### config.mk
export PLATFORM = sky130hd
export DESIGN_NAME = lba_range_crypt_segmenter_flat
export DESIGN_NICKNAME = d
export VERILOG_FILES = /design/src/sv/lrcs_pkg.sv /design/src/sv/lrcs_if.sv /design/src/sv/lrcs_cfg.sv /design/src/sv/lrcs_seg_unit.sv /design/src/sv/lba_range_crypt_segmenter.sv /design/src/flat_wrapper.sv
export SDC_FILE = /design/constraint.sdc
export NUM_CORES = 1
export LEC_CHECK = 0
export BUFFER_PORTS_ARGS = -buffer_cell sky130_fd_sc_hd__clkbuf_2
export CAP_MARGIN = 20
export CORE_ASPECT_RATIO = 0.5
export CORE_UTILIZATION = 39
export CTS_CLUSTER_SIZE = 30
export DETAILED_ROUTE_END_ITERATION = 12
export RECOVER_POWER = 25
export SLEW_MARGIN = 20
export SYNTH_ARGS = -nofsm -noshare
export SYNTH_HDL_FRONTEND = slang
export SYNTH_SLANG_ARGS = --single-unit
export TNS_END_PERCENT = 30
### constraint.sdc
create_clock -name clk -period 28.1 [get_ports clk]
set_input_delay 5.62 -clock clk [delete_from_list [all_inputs] [get_ports clk]]
set_output_delay 5.62 -clock clk [all_outputs]
set_load 0.02 [all_outputs]
### src/sv/lrcs_pkg.sv
// lrcs_pkg: shared types and constants for the LBA range crypt segmenter.
// Used by the interfaces, the register block, the segment unit, the top level and the checker.
package lrcs_pkg;

	localparam int LBA_W     = 48;
	localparam int CNT_W     = 16;
	localparam int RUN_W     = LBA_W + 1;
	localparam int DIFF_W    = LBA_W + 2;
	localparam int KEY_W     = 2;
	localparam int APB_DW    = 64;
	localparam int APB_AW    = 6;
	localparam int REG_IDX_W = 3;
	localparam int MAX_KEYS_DEF = 3;

	localparam logic [CNT_W-1:0] SEG_CAP = 16'hFFFF;

	localparam logic [REG_IDX_W-1:0] REG_KEY_COUNT  = 3'd0;
	localparam logic [REG_IDX_W-1:0] REG_RANGE_BASE = 3'd1;

	typedef enum logic [1:0] {
		ACT_COPY    = 2'd0,
		ACT_DECRYPT = 2'd1,
		ACT_ENCRYPT = 2'd2
	} act_t;

	typedef struct packed {
		logic [LBA_W-1:0] start_lba;
		logic [CNT_W-1:0] sector_count;
		logic             is_read;
	} in_word_t;

	typedef struct packed {
		act_t             action;
		logic [KEY_W-1:0] key_index;
		logic [LBA_W-1:0] seg_lba;
		logic [CNT_W-1:0] seg_sectors;
		logic [CNT_W-1:0] seg_offset;
		logic             last_segment;
	} out_word_t;

	typedef struct packed {
		logic [LBA_W-1:0] low;
		logic [LBA_W-1:0] high;
	} range_t;

	typedef struct packed {
		logic [LBA_W-1:0] bound;
		logic [RUN_W-1:0] lba;
		logic [CNT_W-1:0] left;
		logic             crypt;
		logic             tail;
	} seg_req_t;

	typedef struct packed {
		logic             emit;
		logic [CNT_W-1:0] n;
	} seg_rsp_t;

endpackage

### src/sv/lrcs_if.sv
// lrcs_if: valid/ready stream interfaces for access words and segment words.
// Depends on lrcs_pkg.
interface lrcs_in_if;
	logic               valid;
	logic               ready;
	lrcs_pkg::in_word_t data;

	modport source(output valid, output data, input ready);
	modport sink(input valid, input data, output ready);
endinterface

interface lrcs_out_if;
	logic                valid;
	logic                ready;
	lrcs_pkg::out_word_t data;

	modport source(output valid, output data, input ready);
	modport sink(input valid, input data, output ready);
endinterface

### src/sv/lrcs_cfg.sv
// lrcs_cfg: APB register file holding key count and key LBA ranges.
// Depends on lrcs_pkg.
module lrcs_cfg #(
	parameter int MAX_KEYS = lrcs_pkg::MAX_KEYS_DEF
) (
	input  logic                                     clk,
	input  logic                                     arst_n,
	input  logic                                     psel,
	input  logic                                     penable,
	input  logic                                     pwrite,
	input  logic [lrcs_pkg::APB_AW-1:0]              paddr,
	input  logic [lrcs_pkg::APB_DW-1:0]              pwdata,
	output logic [lrcs_pkg::APB_DW-1:0]              prdata,
	output logic                                     pready,
	output logic [lrcs_pkg::KEY_W-1:0]               key_count,
	output lrcs_pkg::range_t [MAX_KEYS-1:0]          ranges
);

	logic                               wr;
	logic [lrcs_pkg::REG_IDX_W-1:0]     idx;
	logic [lrcs_pkg::KEY_W-1:0]         key_count_q;
	lrcs_pkg::range_t [MAX_KEYS-1:0]    ranges_q;

	assign pready    = 1'b1;
	assign wr        = psel & penable & pwrite;
	assign idx       = paddr[lrcs_pkg::APB_AW-1:lrcs_pkg::APB_AW-lrcs_pkg::REG_IDX_W];
	assign key_count = key_count_q;
	assign ranges    = ranges_q;

	always_ff @(posedge clk or negedge arst_n) begin
		if (!arst_n) begin
			key_count_q <= '0;
			ranges_q    <= '0;
		end else if (wr) begin
			if (idx == lrcs_pkg::REG_KEY_COUNT) begin
				key_count_q <= pwdata[lrcs_pkg::KEY_W-1:0];
			end
			for (int k = 0; k < MAX_KEYS; k++) begin
				if (idx == lrcs_pkg::REG_IDX_W'(lrcs_pkg::REG_RANGE_BASE + 2*k)) begin
					ranges_q[k].low <= pwdata[lrcs_pkg::LBA_W-1:0];
				end
				if (idx == lrcs_pkg::REG_IDX_W'(lrcs_pkg::REG_RANGE_BASE + 2*k + 1)) begin
					ranges_q[k].high <= pwdata[lrcs_pkg::LBA_W-1:0];
				end
			end
		end
	end

	always_comb begin
		prdata = '0;
		if (idx == lrcs_pkg::REG_KEY_COUNT) begin
			prdata = lrcs_pkg::APB_DW'(key_count_q);
		end
		for (int k = 0; k < MAX_KEYS; k++) begin
			if (idx == lrcs_pkg::REG_IDX_W'(lrcs_pkg::REG_RANGE_BASE + 2*k)) begin
				prdata = lrcs_pkg::APB_DW'(ranges_q[k].low);
			end
			if (idx == lrcs_pkg::REG_IDX_W'(lrcs_pkg::REG_RANGE_BASE + 2*k + 1)) begin
				prdata = lrcs_pkg::APB_DW'(ranges_q[k].high);
			end
		end
	end

endmodule

### src/sv/lrcs_seg_unit.sv
// lrcs_seg_unit: shared subtract/compare unit sizing one segment against a bound.
// Depends on lrcs_pkg.
module lrcs_seg_unit (
	input  lrcs_pkg::seg_req_t req,
	output lrcs_pkg::seg_rsp_t rsp
);

	logic [lrcs_pkg::DIFF_W-1:0] diff;
	logic [lrcs_pkg::DIFF_W-1:0] cnt;
	logic [lrcs_pkg::CNT_W-1:0]  sat;
	logic [lrcs_pkg::CNT_W-1:0]  fit;
	logic                        neg;

	// crypt: bound is inclusive high, so count = high - lba + 1
	assign diff = {2'b00, req.bound} - {1'b0, req.lba};
	assign neg  = diff[lrcs_pkg::DIFF_W-1];
	assign cnt  = diff + lrcs_pkg::DIFF_W'(req.crypt);
	assign sat  = (cnt > lrcs_pkg::DIFF_W'(lrcs_pkg::SEG_CAP)) ? lrcs_pkg::SEG_CAP
		: cnt[lrcs_pkg::CNT_W-1:0];
	assign fit  = (sat < req.left) ? sat : req.left;

	assign rsp.emit = (req.left != '0) && (req.tail || (!neg && cnt != '0));
	assign rsp.n    = req.tail ? req.left : fit;

endmodule

### src/sv/lba_range_crypt_segmenter.sv
// Top level: splits one sector access into copy and crypt segments over the key ranges.
// Each access is worked in steps: accept, a step per range half, an end-of-walk step and a tail
// step on one shared subtract/compare unit; stalls while a segment word waits. A new access is
// accepted only when the walk of the last one is through and the sequencer is idle again.
// Reset: arst_n asynchronous active low; clears sequencer, output valid and working registers (not segment data).
// Depends on lrcs_pkg, lrcs_if, lrcs_cfg, lrcs_seg_unit.
module lba_range_crypt_segmenter #(
	parameter int MAX_KEYS = lrcs_pkg::MAX_KEYS_DEF
) (
	input  logic                        clk,
	input  logic                        arst_n,
	lrcs_in_if.sink                     req,
	lrcs_out_if.source                  seg,
	input  logic                        psel,
	input  logic                        penable,
	input  logic                        pwrite,
	input  logic [lrcs_pkg::APB_AW-1:0] paddr,
	input  logic [lrcs_pkg::APB_DW-1:0] pwdata,
	output logic [lrcs_pkg::APB_DW-1:0] prdata,
	output logic                        pready
);

	typedef enum logic [3:0] {
		S_IDLE  = 4'b0001,
		S_COPY  = 4'b0010,
		S_CRYPT = 4'b0100,
		S_TAIL  = 4'b1000
	} state_t;

	localparam logic [lrcs_pkg::KEY_W-1:0] MAX_K = lrcs_pkg::KEY_W'(MAX_KEYS);

	logic [lrcs_pkg::KEY_W-1:0]      key_count;
	lrcs_pkg::range_t [MAX_KEYS-1:0] ranges;

	state_t                          state_q;
	logic [lrcs_pkg::KEY_W-1:0]      idx_q;
	logic [lrcs_pkg::KEY_W-1:0]      nkeys_q;
	logic [lrcs_pkg::RUN_W-1:0]      lba_q;
	logic [lrcs_pkg::CNT_W-1:0]      left_q;
	logic [lrcs_pkg::CNT_W-1:0]      off_q;
	lrcs_pkg::act_t                  crypt_act_q;
	logic                            seg_valid_q;
	lrcs_pkg::out_word_t             seg_data_q;

	logic [lrcs_pkg::LBA_W-1:0]      sel_low;
	logic [lrcs_pkg::LBA_W-1:0]      sel_high;
	lrcs_pkg::seg_req_t              ureq;
	lrcs_pkg::seg_rsp_t              ursp;
	logic                            walk_more;
	logic                            can_emit;
	logic                            step;
	logic                            fire;
	logic [lrcs_pkg::CNT_W-1:0]      left_nxt;

	lrcs_cfg #(.MAX_KEYS(MAX_KEYS)) u_cfg (
		.clk       (clk),
		.arst_n    (arst_n),
		.psel      (psel),
		.penable   (penable),
		.pwrite    (pwrite),
		.paddr     (paddr),
		.pwdata    (pwdata),
		.prdata    (prdata),
		.pready    (pready),
		.key_count (key_count),
		.ranges    (ranges)
	);

	always_comb begin
		sel_low  = '0;
		sel_high = '0;
		for (int k = 0; k < MAX_KEYS; k++) begin
			if (idx_q == lrcs_pkg::KEY_W'(k)) begin
				sel_low  = ranges[k].low;
				sel_high = ranges[k].high;
			end
		end
	end

	assign ureq.bound = (state_q == S_CRYPT) ? sel_high : sel_low;
	assign ureq.lba   = lba_q;
	assign ureq.left  = left_q;
	assign ureq.crypt = (state_q == S_CRYPT);
	assign ureq.tail  = (state_q == S_TAIL);

	lrcs_seg_unit u_unit (
		.req (ureq),
		.rsp (ursp)
	);

	assign walk_more = (left_q != '0) && (idx_q < nkeys_q);
	assign can_emit  = !seg_valid_q || seg.ready;
	assign step      = !ursp.emit || can_emit;
	assign fire      = ursp.emit && can_emit &&
		((state_q == S_COPY && walk_more) || state_q == S_CRYPT || state_q == S_TAIL);
	assign left_nxt  = left_q - ursp.n;

	assign req.ready = (state_q == S_IDLE);
	assign seg.valid = seg_valid_q;
	assign seg.data  = seg_data_q;

	always_ff @(posedge clk or negedge arst_n) begin
		if (!arst_n) begin
			state_q     <= S_IDLE;
			idx_q       <= '0;
			nkeys_q     <= '0;
			lba_q       <= '0;
			left_q      <= '0;
			off_q       <= '0;
			crypt_act_q <= lrcs_pkg::ACT_ENCRYPT;
			seg_valid_q <= 1'b0;
		end else begin
			if (fire) begin
				seg_valid_q <= 1'b1;
				lba_q       <= lba_q + lrcs_pkg::RUN_W'(ursp.n);
				left_q      <= left_nxt;
				off_q       <= off_q + ursp.n;
			end else if (seg.ready) begin
				seg_valid_q <= 1'b0;
			end

			unique case (state_q)
				S_IDLE: begin
					if (req.valid) begin
						lba_q       <= {1'b0, req.data.start_lba};
						left_q      <= req.data.sector_count;
						off_q       <= '0;
						idx_q       <= '0;
						nkeys_q     <= (key_count > MAX_K) ? MAX_K : key_count;
						crypt_act_q <= req.data.is_read ? lrcs_pkg::ACT_DECRYPT
							: lrcs_pkg::ACT_ENCRYPT;
						state_q     <= S_COPY;
					end
				end
				S_COPY: begin
					if (!walk_more) begin
						state_q <= S_TAIL;
					end else if (step) begin
						state_q <= S_CRYPT;
					end
				end
				S_CRYPT: begin
					if (step) begin
						idx_q   <= idx_q + 1'b1;
						state_q <= S_COPY;
					end
				end
				S_TAIL: begin
					if (step) begin
						state_q <= S_IDLE;
					end
				end
				default: begin
					state_q <= S_IDLE;
				end
			endcase
		end
	end

	always_ff @(posedge clk) begin
		if (fire) begin
			seg_data_q.action       <= (state_q == S_CRYPT) ? crypt_act_q : lrcs_pkg::ACT_COPY;
			seg_data_q.key_index    <= (state_q == S_CRYPT) ? idx_q : '0;
			seg_data_q.seg_lba      <= lba_q[lrcs_pkg::LBA_W-1:0];
			seg_data_q.seg_sectors  <= ursp.n;
			seg_data_q.seg_offset   <= off_q;
			seg_data_q.last_segment <= (left_nxt == '0);
		end
	end

endmodule

### src/flat_wrapper.sv
// flat-port wrapper written by rule: the top's interface ports become plain ports
module lba_range_crypt_segmenter_flat 
#(
	parameter int MAX_KEYS = lrcs_pkg::MAX_KEYS_DEF
)
  (clk, arst_n, psel, penable, pwrite, paddr, pwdata, prdata, pready, req_valid, req_data, req_ready, seg_valid, seg_data, seg_ready);
  lrcs_in_if req_i ();
  lrcs_out_if seg_i ();
  input  logic clk;
  input  logic arst_n;
  input  logic psel;
  input  logic penable;
  input  logic pwrite;
  input  logic [lrcs_pkg::APB_AW-1:0] paddr;
  input  logic [lrcs_pkg::APB_DW-1:0] pwdata;
  output logic [lrcs_pkg::APB_DW-1:0] prdata;
  output logic pready;
  input wire logic [$bits(req_i.valid)-1:0] req_valid;
  input wire logic [$bits(req_i.data)-1:0] req_data;
  output wire logic [$bits(req_i.ready)-1:0] req_ready;
  output wire logic [$bits(seg_i.valid)-1:0] seg_valid;
  output wire logic [$bits(seg_i.data)-1:0] seg_data;
  input wire logic [$bits(seg_i.ready)-1:0] seg_ready;
  assign req_i.valid = req_valid;
  assign req_i.data = req_data;
  assign req_ready = req_i.ready;
  assign seg_valid = seg_i.valid;
  assign seg_data = seg_i.data;
  assign seg_i.ready = seg_ready;
  lba_range_crypt_segmenter #(.MAX_KEYS(MAX_KEYS)) u_core (.clk(clk), .arst_n(arst_n), .req(req_i), .seg(seg_i), .psel(psel), .penable(penable), .pwrite(pwrite), .paddr(paddr), .pwdata(pwdata), .prdata(prdata), .pready(pready));
endmodule
Word level (Yosys, flattened, before mapping)

Cells that the tools add are included.

Input port bits: 142
Logic and storage cells: 119
Memories: 0
Output and inout port bits: 152
Bits in registers: 467
Bits in latches: 0
RAM bits: 0
Bits in read-only memories: 0

Shift operators: 0
Bitwise operators: 2
Divide/modulo/power cells: 0
Reductions and logical operators: 31
Muxes and demuxes: 39
Add/sub/neg operators: 6
Equality and inequality tests: 16
Multiply operators: 0
$lt $le $gt $ge: 4

Operators by type and width:

| kind                                                             | count |
|---|---|
| two-way mux 64 bit                                               | 6 |
| two-way mux 48 bit                                               | 7 |
| two-way mux 49 bit                                               | 3 |
| two-way mux 16 bit                                               | 9 |
| adder 50 x 1 -> 50 bit                                           | 1 |
| greater-than comparator 50 x 16 -> 1 bit (second input constant) | 1 |
| nonzero test 50 bit                                              | 1 |
| subtractor 48 x 49 -> 50 bit                                     | 1 |
| adder 49 x 16 -> 49 bit                                          | 1 |
| two-way mux 4 bit                                                | 5 |
| adder 16 bit                                                     | 1 |
| logical NOT 16 bit                                               | 1 |
| less-than comparator 16 bit                                      | 1 |
| case mux 4 bit (4 select lines)                                  | 1 |
| AND reduction 2 bit                                              | 8 |
| nonzero test 16 bit                                              | 1 |
| subtractor 16 bit                                                | 1 |
| two-way mux 2 bit                                                | 5 |
| equality test 3 bit (second input constant)                      | 3 |
| equality test 3 x 2 -> 1 bit (second input constant)             | 2 |
| logical AND 1 bit                                                | 6 |
| logical OR 1 bit                                                 | 5 |
| equality test 4 x 1 -> 1 bit (second input constant)             | 1 |
| equality test 4 x 2 -> 1 bit (second input constant)             | 1 |
| other kinds (20)                                                 | 26 |

Logic depth before layout (Yosys ltp)

Depth in word-level cells: 16
Mapped depth: 58
Gate-level depth less buffers: 51

Cells and area by module

Synthesis repeated with hierarchy kept, for this count alone.

Cell total of the unflattened synthesis: 2,965
Area total of the unflattened synthesis: 30,645.6 sq um

By module, submodules not included:

| module                    | times used | cells an instance | area each (sq um) |
|---|---|---|---|
| lrcs_cfg                  | 1          | 978               | 13,460.4 |
| lba_range_crypt_segmenter | 1          | 1,129             | 11,643.7 |
| lrcs_seg_unit             | 1          | 858               | 5,541.6 |

Worst setup path after synthesis

OpenSTA, ideal clock, no wires.

Path type: input-to-output
Start point: in paddr[4] in the netlist's numbering
End point: out prdata[11] in the netlist's numbering
Data required time: 22.480 ns
Buffers on the path: 3
Stages on the path: 5
Path slack: 14.984 ns
Arrival time: 7.496 ns
Cells stage by stage: clkbuf_1 buf_1 buf_1 mux2i_1 a221oi_1

Cells in the longest elaborated chain, start to end: 7
Elaborated cells on any way between the ends: 12
Those cells by class: eq/ne (6); mux (6)

Ends and longest elaborated chain:

| what                         | RTL line           | source |
|---|---|---|
| from (decl)                  | flat_wrapper.sv:14 | `input logic [lrcs_pkg::APB_AW-1:0] paddr;` |
| equality test 3 x 1 -> 1 bit | lrcs_cfg.sv:55     | `if (idx == lrcs_pkg::REG_IDX_W'(lrcs_pkg::REG_RANGE_BASE + 2*k)) begin` |
| two-way mux 64 bit           | lrcs_cfg.sv:55     |  |
| two-way mux 64 bit           | lrcs_cfg.sv:58     | `if (idx == lrcs_pkg::REG_IDX_W'(lrcs_pkg::REG_RANGE_BASE + 2*k + 1)) begin` |
| two-way mux 64 bit           | lrcs_cfg.sv:55     |  |
| two-way mux 64 bit           | lrcs_cfg.sv:58     |  |
| two-way mux 64 bit           | lrcs_cfg.sv:55     |  |
| two-way mux 64 bit *         | lrcs_cfg.sv:58     |  |
| to (decl)                    | flat_wrapper.sv:16 | `output logic [lrcs_pkg::APB_DW-1:0] prdata;` |

Every way passes the cells marked *; elsewhere a longest branch is shown, timed or not.

==> impl_results.md <==
- Max Slew Vio Count: 340
- Nature of the critical path startpoint: primary input
- Hold Slack: 0.447 ns
- Synth Register Bits: roughly 470
- Final Hold Viols: 0
- Starting DRC count in detailed routing: between 2k and 2.5k
- Worst Setup SP: arst_n
- Maximum clock insertion buffer count: 3
- Post-DP HPWL: 62900 µm
- Antenna Violating Nets Remaining: 0
- Worst Clk Skew: a little over 0.04 ns
- Total Routing Usage GR: a little under a quarter
- Pwr per Cell Area: 112 mW/mm²
- R2R setup slack: 11.74 ns
- P_leak: around 15 nW
- HP Class: reg -> reg
- CTS root buf: clkbuf_16
- Worst slack at placement: 13.09 ns
- FP Rows: 72
- Clock-pin slew on the worst setup and hold paths: 0.07 ns
- Worst-Skew Late Latency: 0.64 ns
- Final setup fails: 0
- Die Ht: 200 µm
- Largest net degree at the start of global routing: 170
- Area delta synth->final: 11.9%
- Syn_area_per_cell: 9.39 µm²
- DR WL/cell: 20.7 µm
- Number of synthesized flops with an enable pin: 85
- Crit. End Element: asynchronous set/reset pin
- VDD IR max: 58.1 µV
- Vias in the first global route: about 25k
- Crit share post-route: around 61%
- Vias per cell: 5.71
- Total Neg Setup Slack: 0 ns
- IO Pins: 294
- DP Area: roughly 0.033 mm²
- Share of cells above drive strength 1: ~22%
- Hold path cells: 0
- Worst-path fanout max: approximately 150
- Most frequent cells in the layout: 409 x nand2_1, 380 x dfrtp_1, 340 x o21ai_0
- CTS buffer count: 47
- Initial Utilization: 39.5%
- Final critical-path required period: around 17 ns
- H-tree levels: 2
- Post-CTS Setup Bufs: 0
- Post-synthesis sequential area ratio: 39.5%
- Hold buffers post-CTS: 0
- Top Family by Delay on Critical Path: buffers and inverters
- FF-to-FF End: u_core.lba_q[30]
- Antenna violations before repair: 10
- Final WS setup: ~11 ns
- Die Footprint: 0.0798 mm²
- Commonest non-fill, non-tap cell in the layout: nand2_1
- Iteration count of the initial detailed-routing pass: 6
- Final WL: 93100 µm
- Critical path buffer and inverter count: 2
- FMAX: 58.3 MHz
- Outcome: finished with violations
- Routability-driven placement congestion ratio: 0.912
- Slew margin rel.: -428%
- Port-buffer cells: 257
- Layout Nets: between 3k and 4k
- CP required: around 27 ns
- Die width: around 400 µm
- Async SR Flop Fraction: 81.8%
- Worst hold endpoint: u_core.seg.data[52]
- Crit-path max cell delay: 5.88 ns
- Max Cap Viol: 4
- Slew at the pin closest to its max-slew limit: 7.92 ns
- RSZ-0062 raised after global routing: no
- Vias: roughly 26k
- First-pass GRT wire length: 144000 µm
- CORE AREA: 0.0776 mm²
- Worst-path cell chain: clkbuf_1 -> clkbuf_1
- Clk sinks: between 400 and 500
- Worst EP arrival: 15.91 ns
- CTS tree: yes
- Main synth FF type: dfrtp_1
- Post-route DRC violation count: 0
- R2R Path Start: u_core.state_q[2]
- Most used cell, CP: clkbuf_1
- Hold_sp: u_core.lba_q[19]
- Overflow after GRT: 0
- Cells after Synth: between 3k and 4k
- Failing checks: capacitance limit, slew limit
- Slowest cell on crit path: clkbuf_1
- Reg2Reg Depth: 48
- Mapped cell area: 0.0307 mm²
- Post-cts resize count: 0
- Worst Setup Path Type: in -> async
- Synthesis warning total: 0
- Post-route design area: 0.0343 mm²
- Synth cell types: 96
## worst max-delay path by stage
| stage | to | slack, ns | cells after the start |
|---|---|---|---|
| after global placement | u_core.lba_q[26] | 13.32 | 48 |
| after global routing | u_core.u_cfg.ranges[113] | 8.50 | 2 |
| final | u_core.u_cfg.ranges[113] | 10.95 | 2 |
| after CTS | u_core.lba_q[30] | 12.98 | 48 |
| after floorplan | prdata[11] | 14.98 | 5 |
| after detailed placement | u_core.lba_q[30] | 13.09 | 48 |
## layout make-up
type | count | area, µm²
diodes | 5 | 12.5
clock buffers | 65 | 1320
clock inverters | 22 | 228
fillers | 7447 | 43300
inverters | 168 | 631
multi-input cells | 2433 | 17200
flip-flops and latches | 467 | 12100
well taps | 1036 | 1300
repair buffers | 290 | 1540
## metal layers
metal	global-route usage, %	wire length [µm]
met3	4.57	6110
met5	0	53
met2	36.5	42700
met1	31.0	41300
met4	8.24	2950
## kinds of logic after synthesis
family          after synthesis  share of synthesized area [%]
simple gates                998                           15.0
compound gates              755                           15.0
flops                       467                           39.5
mux                         441                           17.6
buf+inv                     382                           4.97
fa+ha+maj                   121                           5.03
xor+xnor                    101                           2.88
other cells                   2                         0.0245
## synth_stat cells (28+ instances only)
library cell | instances | area [µm²]
nand4_1 | 57 | 357
a221oi_1 | 51 | 447
nand3_1 | 41 | 205
xor2_1 | 28 | 245
edfxtp_1 | 85 | 2550
nor2_1 | 268 | 1010
ha_1 | 117 | 1460
mux4_2 | 48 | 1080
nand2_1 | 410 | 1540
o21ai_0 | 340 | 1700
inv_1 | 168 | 631
xnor2_1 | 73 | 639
nor3_1 | 36 | 180
mux2_2 | 294 | 3310
a21o_1 | 32 | 240
mux2i_1 | 98 | 981
dfrtp_1 | 380 | 9510
buf_1 | 36 | 135
a21oi_1 | 155 | 776
clkbuf_1 | 142 | 533
## flip-flops by register name, indices dropped and copies added (netlist names)
register / count
u_core.crypt_act_q: 2
u_core.left_q: 16
u_core.idx_q: 2
u_core.u_cfg.key_count: 2
u_core.state_q: 4
u_core.nkeys_q: 2
u_core.seg.valid: 1
u_core.u_cfg.ranges: 288
u_core.lba_q: 49
u_core.off_q: 16
u_core.seg.data: 85
## stage by stage
| stage | util (%) | total power [mW] | std cells |
|---|---|---|---|
| after floorplan | - | 2.57 | 3282 |
| after global placement | 42.3 | 3.12 | 4394 |
| after detailed placement | 42.3 | 3.16 | 4394 |
| after CTS | 44.3 | 3.82 | 4481 |
| after global routing | 44.2 | 4.14 | 4486 |
| final | 44.2 | 3.84 | 4486 |
## report_power, final
part	internal (mW)	switching, mW
clock network	0.352	0.294
registers	0.857	0.128
logic	0.823	1.38
total	2.03	1.80
Power figures use the tool's default switching activity.
